==> config.mk <==
export PLATFORM = sky130hd
export DESIGN_NAME = utf8_byte_stream_decoder
export DESIGN_NICKNAME = d
export VERILOG_FILES = /design/src/sv/utf8d_pkg.sv /design/src/sv/utf8d_in_stage.sv /design/src/sv/utf8d_decode.sv /design/src/sv/utf8d_out_stage.sv /design/src/sv/utf8_byte_stream_decoder.sv
export VERILOG_INCLUDE_DIRS = /design/src /design/src/sv
export SDC_FILE = /design/constraint.sdc
export NUM_CORES = 1
export LEC_CHECK = 0
export ABC_AREA = 1
export BUFFER_PORTS_ARGS = -buffer_cell sky130_fd_sc_hd__buf_2
export CAP_MARGIN = 20
export CORE_ASPECT_RATIO = 1.75
export CORE_UTILIZATION = 34
export CTS_BUF_LIST = sky130_fd_sc_hd__clkbuf_4
export DETAILED_ROUTE_END_ITERATION = 16
export MAX_ROUTING_LAYER = met4
export PLACE_DENSITY_LB_ADDON = 0.08
export SYNTH_ARGS = -nofsm -noshare
export SYNTH_HDL_FRONTEND = slang
export SYNTH_SLANG_ARGS = --single-unit
==> constraint.sdc <==
create_clock -name clock -period 2.9 [get_ports clock]
set_clock_uncertainty 0.2 [all_clocks]
set_input_delay 0.145 -clock clock [delete_from_list [all_inputs] [get_ports clock]]
set_output_delay 0.145 -clock clock [all_outputs]
set_load 0.02 [all_outputs]
==> src/sv/utf8_byte_stream_decoder_macros.svh <==
// ---------------------------------------------------------------------------
// utf8 byte stream decoder assertion macros
// concurrent assertion wrappers, compiled out with NO_ASSERTIONS
// ---------------------------------------------------------------------------
`ifndef UTF8_BYTE_STREAM_DECODER_MACROS_SVH
`define UTF8_BYTE_STREAM_DECODER_MACROS_SVH

`ifndef NO_ASSERTIONS

`define UTF8D_ASSERT_SAME(label, clk, rst, ante, cons) \
   label: assert property (@(posedge clk) disable iff (rst) (ante) |-> (cons)) \
      else $error("utf8d assertion failed");

`define UTF8D_ASSERT_NEXT(label, clk, rst, ante, cons) \
   label: assert property (@(posedge clk) disable iff (rst) (ante) |=> (cons)) \
      else $error("utf8d assertion failed");

`else

`define UTF8D_ASSERT_SAME(label, clk, rst, ante, cons)

`define UTF8D_ASSERT_NEXT(label, clk, rst, ante, cons)

`endif

`endif

==> src/sv/utf8d_pkg.sv <==
// ---------------------------------------------------------------------------
// utf8d_pkg
// shared types, constants and helpers of the utf8 byte stream decoder
// ---------------------------------------------------------------------------
package utf8d_pkg;

   localparam int unsigned CodeWidth = 21;
   localparam int unsigned NarrowWidth = 16;

   localparam logic [7:0] LEAD2_BASE = 8'hC0;
   localparam logic [7:0] LEAD3_BASE = 8'hE0;
   localparam logic [7:0] LEAD4_BASE = 8'hF0;
   localparam logic [7:0] LEAD2_MASK = 8'h1F;
   localparam logic [7:0] LEAD3_MASK = 8'h0F;
   localparam logic [7:0] LEAD4_MASK = 8'h07;
   localparam logic [7:0] CONT_MASK = 8'h3F;

   typedef struct packed {
      logic [7:0] in_byte;
      logic       in_last;
   } req_payload_type;

   typedef struct packed {
      logic [CodeWidth-1:0] code_point;
      logic                 out_last;
   } rsp_payload_type;

   typedef struct packed {
      logic            valid;
      req_payload_type data;
   } item_type;

   typedef struct packed {
      logic            valid;
      rsp_payload_type data;
   } result_type;

   function automatic logic [CodeWidth-1:0] finish_value(
      input logic [CodeWidth-1:0] value,
      input logic                 wide
   );
      logic [CodeWidth-1:0] result;
      result = value;
      if (!wide) begin
         result = {{(CodeWidth-NarrowWidth){1'b0}}, value[NarrowWidth-1:0]};
      end
      return result;
   endfunction

endpackage

==> src/sv/utf8d_in_stage.sv <==
// ---------------------------------------------------------------------------
// utf8d_in_stage
// input register, holds one byte until the decode step can take it
// ---------------------------------------------------------------------------
module utf8d_in_stage (
   input  logic                      clock,
   input  logic                      reset,
   input  logic                      req_valid,
   output logic                      req_stall,
   input  utf8d_pkg::req_payload_type req_data,
   input  logic                      space,
   output utf8d_pkg::item_type       item
);
   import utf8d_pkg::*;

   logic            valid_ff;
   logic            valid_in;
   req_payload_type data_ff;

   assign req_stall = valid_ff && !space;
   assign valid_in  = req_stall ? valid_ff : req_valid;

   always_ff @(posedge clock) begin
      if (reset) begin
         valid_ff <= 1'b0;
      end else begin
         valid_ff <= valid_in;
      end
      if (req_valid && !req_stall) begin
         data_ff <= req_data;
      end
   end

   assign item.valid = valid_ff && space;
   assign item.data  = data_ff;

endmodule

==> src/sv/utf8d_decode.sv <==
// ---------------------------------------------------------------------------
// utf8d_decode
// sequence state and one-byte decode step, pads a stream cut mid-sequence
// ---------------------------------------------------------------------------
`include "utf8_byte_stream_decoder_macros.svh"

module utf8d_decode (
   input  logic                  clock,
   input  logic                  reset,
   input  logic                  csr_wr_en,
   input  logic                  csr_wr_data,
   input  utf8d_pkg::item_type   item,
   output utf8d_pkg::result_type result
);
   import utf8d_pkg::*;

   logic                 wide_ff;
   logic                 wide_in;
   logic [CodeWidth-1:0] partial_ff;
   logic [CodeWidth-1:0] partial_in;
   logic [1:0]           pending_ff;
   logic [1:0]           pending_in;
   logic [CodeWidth-1:0] acc_value;
   logic [CodeWidth-1:0] pad_value;
   logic [7:0]           b;
   logic                 emit;

   assign b = item.data.in_byte;
   assign wide_in = csr_wr_en ? csr_wr_data : wide_ff;

   always_comb begin
      partial_in = partial_ff;
      pending_in = pending_ff;
      acc_value  = '0;
      pad_value  = '0;
      emit       = 1'b0;
      result     = '0;
      if (item.valid) begin
         if (pending_ff == 2'd0) begin
            if (b inside {[8'h00:8'hBF]}) begin
               emit = 1'b1;
               result.data.code_point = finish_value({{(CodeWidth-8){1'b0}}, b}, wide_ff);
               result.data.out_last   = item.data.in_last;
            end else if (b < LEAD3_BASE) begin
               partial_in = {{(CodeWidth-8){1'b0}}, b & LEAD2_MASK};
               pending_in = 2'd1;
            end else if (b < LEAD4_BASE) begin
               partial_in = {{(CodeWidth-8){1'b0}}, b & LEAD3_MASK};
               pending_in = 2'd2;
            end else begin
               partial_in = {{(CodeWidth-8){1'b0}}, b & LEAD4_MASK};
               pending_in = 2'd3;
            end
         end else begin
            acc_value  = {partial_ff[CodeWidth-7:0], b[5:0] & CONT_MASK[5:0]};
            pending_in = pending_ff - 2'd1;
            partial_in = acc_value;
            if (pending_in == 2'd0) begin
               emit = 1'b1;
               result.data.code_point = finish_value(acc_value, wide_ff);
               result.data.out_last   = item.data.in_last;
               partial_in = '0;
            end
         end
         if (!emit && item.data.in_last) begin
            case (pending_in)
               2'd1:    pad_value = {partial_in[CodeWidth-7:0], 6'b0};
               2'd2:    pad_value = {partial_in[CodeWidth-13:0], 12'b0};
               2'd3:    pad_value = {partial_in[CodeWidth-19:0], 18'b0};
               default: pad_value = partial_in;
            endcase
            emit = 1'b1;
            result.data.code_point = finish_value(pad_value, wide_ff);
            result.data.out_last   = 1'b1;
            partial_in = '0;
            pending_in = 2'd0;
         end
      end
      result.valid = emit;
   end

   always_ff @(posedge clock) begin
      if (reset) begin
         wide_ff    <= 1'b1;
         partial_ff <= '0;
         pending_ff <= 2'd0;
      end else begin
         wide_ff    <= wide_in;
         partial_ff <= partial_in;
         pending_ff <= pending_in;
      end
   end

   // a final byte always closes the stream with one result
   `UTF8D_ASSERT_SAME(a_last_gives_result, clock, reset,
      item.valid && item.data.in_last, result.valid && result.data.out_last)
   `UTF8D_ASSERT_NEXT(a_last_clears_state, clock, reset,
      item.valid && item.data.in_last, pending_ff == 2'd0 && partial_ff == '0)
   `UTF8D_ASSERT_SAME(a_no_result_idle, clock, reset,
      !item.valid, !result.valid)

endmodule

==> src/sv/utf8d_out_stage.sv <==
// ---------------------------------------------------------------------------
// utf8d_out_stage
// two-word result buffer, parts the decode step from the result stall
// ---------------------------------------------------------------------------
`include "utf8_byte_stream_decoder_macros.svh"

module utf8d_out_stage (
   input  logic                       clock,
   input  logic                       reset,
   input  utf8d_pkg::result_type      result,
   output logic                       space,
   output logic                       rsp_valid,
   input  logic                       rsp_stall,
   output utf8d_pkg::rsp_payload_type rsp_data
);
   import utf8d_pkg::*;

   logic [1:0]      count_ff;
   logic [1:0]      count_in;
   rsp_payload_type head_ff;
   rsp_payload_type head_in;
   rsp_payload_type tail_ff;
   rsp_payload_type tail_in;
   logic            pop;

   assign rsp_valid = count_ff != 2'd0;
   assign rsp_data  = head_ff;
   assign space     = count_ff != 2'd2;
   assign pop       = rsp_valid && !rsp_stall;

   always_comb begin
      count_in = count_ff;
      head_in  = head_ff;
      tail_in  = tail_ff;
      case (count_ff)
         2'd0: begin
            if (result.valid) begin
               head_in  = result.data;
               count_in = 2'd1;
            end
         end
         2'd1: begin
            if (result.valid && pop) begin
               head_in = result.data;
            end else if (result.valid) begin
               tail_in  = result.data;
               count_in = 2'd2;
            end else if (pop) begin
               count_in = 2'd0;
            end
         end
         2'd2: begin
            if (pop) begin
               head_in  = tail_ff;
               count_in = 2'd1;
            end
         end
         default: count_in = 2'd0;
      endcase
   end

   always_ff @(posedge clock) begin
      if (reset) begin
         count_ff <= 2'd0;
      end else begin
         count_ff <= count_in;
      end
      head_ff <= head_in;
      tail_ff <= tail_in;
   end

   `UTF8D_ASSERT_SAME(a_no_push_when_full, clock, reset,
      result.valid, count_ff != 2'd2)
   `UTF8D_ASSERT_NEXT(a_full_drains_to_one, clock, reset,
      count_ff == 2'd2 && pop, count_ff == 2'd1 && rsp_data == $past(tail_ff))
   `UTF8D_ASSERT_NEXT(a_single_drains_to_empty, clock, reset,
      count_ff == 2'd1 && pop && !result.valid, count_ff == 2'd0)

endmodule

==> src/sv/utf8_byte_stream_decoder.sv <==
// ---------------------------------------------------------------------------
// utf8_byte_stream_decoder
// utf8 byte stream to code points, one byte a cycle while req_stall is low, 16 or 21 bit results
//
//   channel   ports                         moves
//   req       req_valid req_stall req_data  one byte and its last flag
//   rsp       rsp_valid rsp_stall rsp_data  one code point and its last flag
//   csr       csr_wr_en csr_wr_data         wide_output bit, reset 1
//
// one byte is taken every cycle that req_stall is low; a result's byte passes
// the input register, then the decode step writes the result into the buffer
// the result buffer holds two words; an rsp stall fills it, and req then
// waits until the stall ends and the extra word drains
// req_stall rises only while the buffer is full and the input register busy
// synchronous reset clears the sequence state and sets wide_output
// ---------------------------------------------------------------------------
module utf8_byte_stream_decoder (
   input  logic                       clock,
   input  logic                       reset,
   input  logic                       req_valid,
   output logic                       req_stall,
   input  utf8d_pkg::req_payload_type req_data,
   output logic                       rsp_valid,
   input  logic                       rsp_stall,
   output utf8d_pkg::rsp_payload_type rsp_data,
   input  logic                       csr_wr_en,
   input  logic                       csr_wr_data
);
   import utf8d_pkg::*;

   item_type   item;
   result_type result;
   logic       space;

   utf8d_in_stage u_in_stage (
      .clock     (clock),
      .reset     (reset),
      .req_valid (req_valid),
      .req_stall (req_stall),
      .req_data  (req_data),
      .space     (space),
      .item      (item)
   );

   utf8d_decode u_decode (
      .clock       (clock),
      .reset       (reset),
      .csr_wr_en   (csr_wr_en),
      .csr_wr_data (csr_wr_data),
      .item        (item),
      .result      (result)
   );

   utf8d_out_stage u_out_stage (
      .clock     (clock),
      .reset     (reset),
      .result    (result),
      .space     (space),
      .rsp_valid (rsp_valid),
      .rsp_stall (rsp_stall),
      .rsp_data  (rsp_data)
   );

endmodule
==> metrics.csv, run 1 <==
stage;metric;value;unit
outcome;outcome;complete, no violations;
hold_path;Hold Crit Class;in2reg;
synthesis;Syn Std Cell Area;3590;um2
job;max-cap viol count;0;
placed_design;GP Congestion;0.915;
placed_design;Placed Area;3870;um2
floorplan;# IOs;39;
synthesis;top-count cell post-synth;nand2_1;
routing;First DRT Iteration DRCs;140;
synthesis;syn_nets;428;
floorplan;total core area;10300;um2
placed_design;Final HPWL DP;7240;um
synthesis;Synth area leader;edfxtp_1;
global_route;Total GRT Usage;0.195;
final_layout;fill count;1124;
synthesis;number of synthesized flops with an enable pin;53;
worst_setup_path;r2r endpoint;u_out_stage.rsp_data[19];
worst_setup_path;CP endpoint kind;register;
floorplan;die area;11000;um2
final_layout;fin area;4130;um2
sta;final hold vios;0;
synthesis;Simple-Gate Fraction of Synth Area;0.240;
worst_setup_path;Worst path most repeated cell;nand2_1;
worst_setup_path;r2r setup slk;0.54;ns
synthesis;Yosys reg bits;75;
synthesis;Compound-Gate Fraction of Synth Area;0.118;
worst_setup_path;CP top delay family;simple AND/OR/NAND/NOR gates;
hold_path;hold depth;2;
clock_tree;clk_lat worst skew;0.43;ns
routing;DRT Pass-1 Iters;4;
worst_setup_path;crit path cell chain;inv_2, nand2_1, nand2_1, nand2_2, nor2_1, nand2_1, nand2_1, o21ai_1, nand3_1;
worst_setup_path;CP Max Fanout;14;
global_route;largest net degree at the start of global routing;25;
routing;wire per inst;16.0;um
floorplan;die height;138;um
clock_tree;CTS tree;yes;
clock_tree;clk slew on worst S/H paths;0.13;ns
sta;Worst Tran Pin Value;0.659;ns
synthesis;Avg Inst Size Synth;8.69;um2
clock_tree;TritonCTS buffer count;9;
global_route;first-pass GRT wire length;15200;um
floorplan;# rows;49;
routing;Via density;4.92;
floorplan;Starting Density;0.349;
clock_tree;CTS root buffer;clkbuf_4;
synthesis;top-area cell type share of the netlist area;0.443;
power;Leak;1.73;nW
synthesis;sequential cell area fraction in the yosys report;0.566;
worst_setup_path;Reg2Reg Depth;9;
synthesis;Yosys warning count;0;
synthesis;largest cells by area after synthesis;edfxtp_1 (44%), nand2_1 (14%), dfxtp_1 (12%), a21oi_1 (4.2%), inv_1 (4.0%);
worst_setup_path;WP data arrival;2.34;ns
final_layout;area grow syn2layout;15.1;%
sta;Highest Clock Rate;424;MHz
clock_tree;CTS Sinks;75;
worst_setup_path;worst path bufs/invs;1;
sta;crit path time final;2.36;ns
power;maximum VDD drop;0.000241;V
routing;DRT antenna net count;0;
worst_setup_path;type of the worst setup path;reg2reg;
power;PwrDens;498;nW/um2
routing;DRC;0;
synthesis;largest family of logic cells by synthesized area;simple AND/OR/NAND/NOR gates;
sta;relative slew slack;0.556;
sta;Fin Setup TNS;0;ns
sta;RSZ-0062 raised after global routing;false;
worst_setup_path;crit path launch type;register;
sta;Setup Viol. Count Final;0;
sta;WHS;0.213;ns
routing;Routed WL;9560;um
synthesis;synth unique cells;28;
synthesis;Synth Area in XOR/XNOR;0;
synthesis;Post-synth top cells;nand2_1 (136), edfxtp_1 (53), inv_1 (38), a21oi_1 (30);
routing;via count;2938;
hold_path;Worst Hold End;u_in_stage.item[3];
synthesis;dominant synthesized flop cell;edfxtp_1;
final_layout;ratio of cells with drive above 1 in the final layout;0.171;
synthesis;asr flop ratio synth;0;
global_route;Overflow after GRT;0;
worst_setup_path;Crit-path slowest cell;dfxtp_1;
sta;max-slew violations;0;
worst_setup_path;worst reg2reg startpoint;u_decode.pending_ff[1];
synthesis;fraction of the mapped netlist area in adder cells;0;
global_route;number of global-route vias before repair;2888;
worst_setup_path;Critical path origin;u_decode.pending_ff[1];
sta;fin crit share;0.812;
synthesis;Syn Inst Count;413;
synthesis;post-synthesis mux area share;0;
placed_design;port buffer count;38;
worst_setup_path;CP peak stage delay;0.65;ns
global_route;initial antenna violation count;1;
floorplan;die extent in x;79.7;um
clock_tree;H-tree levels;3;
worst_setup_path;required time worst endpoint;2.88;ns
clock_tree;Clock Path Buffers;2;
hold_path;Hold Path Origin;req_data[3];
final_layout;layout net count;479;
[cells by family after synthesis]
family | Yosys count
and+or+nand+nor | 200
DFF | 75
AOI/OAI and AO/OA | 76
buffers and inverters | 62
[state kept, by name, summed over array words and instances (netlist names)]
register and flops:
u_decode.partial_ff 16, u_decode.pending_ff 2, u_decode.wide_ff 1, u_in_stage.item 9, u_in_stage.valid_ff 1, u_out_stage.count_ff 2, u_out_stage.rsp_data 22, u_out_stage.tail_ff 22
[what timing repair did]
action | CTS | global route
setup endpoints to repair | 0 | 0
setup buffers | 0 | 0
hold buffers | 15 | 0
endpoints found under the hold margin | 31 | 0
gates resized for setup | 0 | 0
[worst max-delay path by stage]
stage	to	depth (start not counted)
3_5_place_dp	u_out_stage.rsp_data[19]	9
6_report	u_out_stage.rsp_data[19]	9
2_1_floorplan	u_out_stage.rsp_data[0]	5
5_1_grt	u_out_stage.rsp_data[19]	9
3_3_place_gp	u_out_stage.rsp_data[19]	9
4_1_cts	u_out_stage.rsp_data[19]	9
[where the power goes]
part | switching (mW) | leakage (nW) | internal, mW
Combinational | 0.198 | 0.992 | 0.0866
Clock | 0.367 | 0.0623 | 0.192
Sequential | 0.0217 | 0.680 | 1.19
[metrics by stage]
step,util,worst slack (ns),cells,power [mW]
after global routing,0.401,0.374,597,2.17
after floorplan,-,0.183,413,1.43
after CTS,0.401,0.551,596,2.10
after global placement,0.376,0.561,565,1.51
final,0.401,0.544,597,2.06
after detailed placement,0.376,0.562,565,1.51
[routing by layer]
layer  global-route usage  vias to the layer above  wire, um
met4                0.113                        0       414
met3               0.0349                       27       287
li1                     -                     1473         -
met1                0.214                     1367      3960
met2                0.327                       71      4900
met5                    -                        -         0
[cells in the final DEF (no fill, tap or decap), types with 2 or more instances in the layout]
cell type      instances
nand4_1                2
inv_1                 38
nor2_1                20
a22oi_1                3
o22ai_1                4
o21ai_0               23
nand2_1              136
nand2_4                2
nor2_4                 2
o21ai_1                4
a21oi_1               30
dfxtp_1               22
o211ai_1               6
a21o_1                 3
inv_2                  7
dlygate4sd3_1         15
clkinv_1               2
edfxtp_1              53
nor3_1                 3
nor2_2                 2
buf_4                  4
or2_2                  3
clkbuf_4              11
nand2_2                5
buf_2                 38
nand3_1               23
[final cells by class]
class | count | area (um2) | area share
Clock buffer | 11 | 82.6 | 0.0200
Sequential cell | 75 | 2030 | 0.492
Multi-Input combinational cell | 276 | 1290 | 0.312
Timing Repair Buffer | 57 | 370 | 0.0896
Inverter | 45 | 169 | 0.0409
Antenna cell | 1 | 2.50 | 0.000605
Tap cell | 127 | 159 | 0.0384
Clock inverter | 5 | 28.8 | 0.00696
[worst register-to-register path: stages, from the launching register on]
cell	delay (ns)
dfxtp_1	0.65
inv_2	0.23
nand2_1	0.14
nand2_1	0.10
nand2_2	0.20
nor2_1	0.12
nand2_1	0.08
nand2_1	0.08
o21ai_1	0.24
nand3_1	0.10
Power figures use the tool's default switching activity.
==> inputs of run 2 (changes only) <==
- clock period: 2.9 -> 2.1 ns (I/O delays scaled with it)
==> metrics.csv, run 2 (same netlist as run 1, synthesis figures left out) <==
stage;metric;value;unit
worst_setup_path;type of the worst setup path;reg2reg;
clock_tree;clk slew on worst S/H paths;0.12;ns
clock_tree;TritonCTS buffer count;9;
routing;DRT Pass-1 Iters;5;
hold_path;hold depth;2;
sta;Fin Setup TNS;0;ns
worst_setup_path;CP endpoint kind;register;
clock_tree;H-tree levels;3;
worst_setup_path;crit path launch type;register;
final_layout;layout net count;502;
final_layout;ratio of cells with drive above 1 in the final layout;0.222;
global_route;first-pass GRT wire length;15100;um
placed_design;port buffer count;38;
final_layout;area grow syn2layout;23.2;%
worst_setup_path;CP Max Fanout;6;
outcome;outcome;complete, no violations;
sta;relative slew slack;0.658;
worst_setup_path;WP data arrival;1.96;ns
placed_design;Final HPWL DP;7300;um
job;max-cap viol count;0;
routing;DRC;0;
sta;Highest Clock Rate;505;MHz
floorplan;# IOs;39;
clock_tree;CTS Sinks;75;
sta;RSZ-0062 raised after global routing;false;
global_route;largest net degree at the start of global routing;23;
final_layout;commonest non-fill, non-tap cell in the layout;nand2_1;
final_layout;fin util;0.430;
power;Leak;1.89;nW
floorplan;die area;11000;um2
global_route;Overflow after GRT;0;
global_route;number of global-route vias before repair;2826;
routing;Routed WL;9830;um
floorplan;# rows;49;
global_route;Total GRT Usage;0.196;
routing;DRT antenna net count;0;
floorplan;die height;138;um
sta;fin crit share;0.943;
worst_setup_path;required time worst endpoint;2.08;ns
floorplan;die extent in x;79.7;um
routing;Via density;4.82;
floorplan;total core area;10300;um2
placed_design;GP Congestion;0.938;
routing;First DRT Iteration DRCs;142;
power;maximum VDD drop;0.000279;V
final_layout;fin area;4430;um2
routing;wire per inst;15.9;um
worst_setup_path;Reg2Reg Depth;11;
sta;final hold vios;0;
floorplan;Starting Density;0.349;
global_route;initial antenna violation count;1;
final_layout;most frequent cells in the layout;nand2_1 (136), edfxtp_1 (53), inv_1 (38), buf_2 (38), a21oi_1 (30);
sta;Worst Tran Pin Value;0.507;ns
power;PwrDens;711;nW/um2
placed_design;Placed Area;4070;um2
sta;max-slew violations;0;
hold_path;Hold Crit Class;in2reg;
clock_tree;CTS root buffer;clkbuf_4;
clock_tree;CTS tree;yes;
final_layout;fill count;1070;
routing;via count;2987;
sta;Setup Viol. Count Final;0;
clock_tree;clk_lat worst skew;0.43;ns
sta;crit path time final;1.98;ns
clock_tree;Clock Path Buffers;2;
[run 2: what timing repair did]
action,in CTS,in global routing
resized for setup,1,6
endpoints found under the setup margin,3,21
hold buffers,15,0
buffers inserted,1,2
endpoints found under the hold margin,59,0
gates cloned,0,0
[run 2: area by class of cell]
type	count	area (um2)	share of cell area
multi-input combinational	276	1330	0.301
clock inverter	6	87.6	0.0198
tap	127	159	0.0359
sequential	75	2030	0.459
antenna	1	2.50	0.000565
clock buffer	10	75.1	0.0170
inverter	45	169	0.0382
timing repair buffer	80	568	0.128
[run 2: per-stage QoR]
| stage | cells | setup WS [ns] | hold slack, ns | power (mW) |
|---|---|---|---|---|
| 2_1_floorplan | 413 | -0.0751 | 0.00387 | 1.98 |
| 3_3_place_gp | 585 | -0.0427 | 0.0820 | 2.13 |
| 3_5_place_dp | 585 | -0.0334 | 0.0831 | 2.13 |
| 4_1_cts | 617 | 0.0209 | 0.141 | 3.19 |
| 5_1_grt | 620 | 0.0139 | 0.152 | 3.30 |
| 6_report | 620 | 0.119 | 0.176 | 3.15 |
[run 2: path summary, 6_finish.rpt]
kind | startpoint | to | slack (ns)
max | u_in_stage.item[8] | u_out_stage.rsp_data[21] | 0.12
min | req_data[8] | u_in_stage.item[8] | 0.18
max reg2reg | u_in_stage.item[8] | u_out_stage.rsp_data[21] | 0.12
min reg2reg | u_decode.partial_ff[1] | u_decode.partial_ff[1] | 0.28
[run 2: critical path, stage by stage (launching register included)]
cell and delay, ns:
edfxtp_1 0.48, nand2_4 0.15, buf_4 0.16, nand2_1 0.05
nand3_1 0.09, nand2_1 0.17, nand2_1 0.12, nand3_1 0.07
nand2_1 0.06, nand2_1 0.05, nand2_1 0.08, nand2_1 0.05
[run 2: power by group]
part | switching (mW) | leakage, nW | total (mW) | internal [mW]
Sequential | 0.0274 | 0.681 | 1.68 | 1.65
Clock | 0.525 | 0.0908 | 1.02 | 0.499
Combinational | 0.290 | 1.12 | 0.446 | 0.156
[run 2: routing by layer]
| layer | vias to the layer above | wire length (um) | global-route usage |
|---|---|---|---|
| li1 | 1522 | - | - |
| met5 | - | 0 | - |
| met3 | 17 | 322 | 0.0362 |
| met4 | 0 | 240 | 0.0899 |
| met1 | 1380 | 4180 | 0.227 |
| met2 | 68 | 5090 | 0.326 |
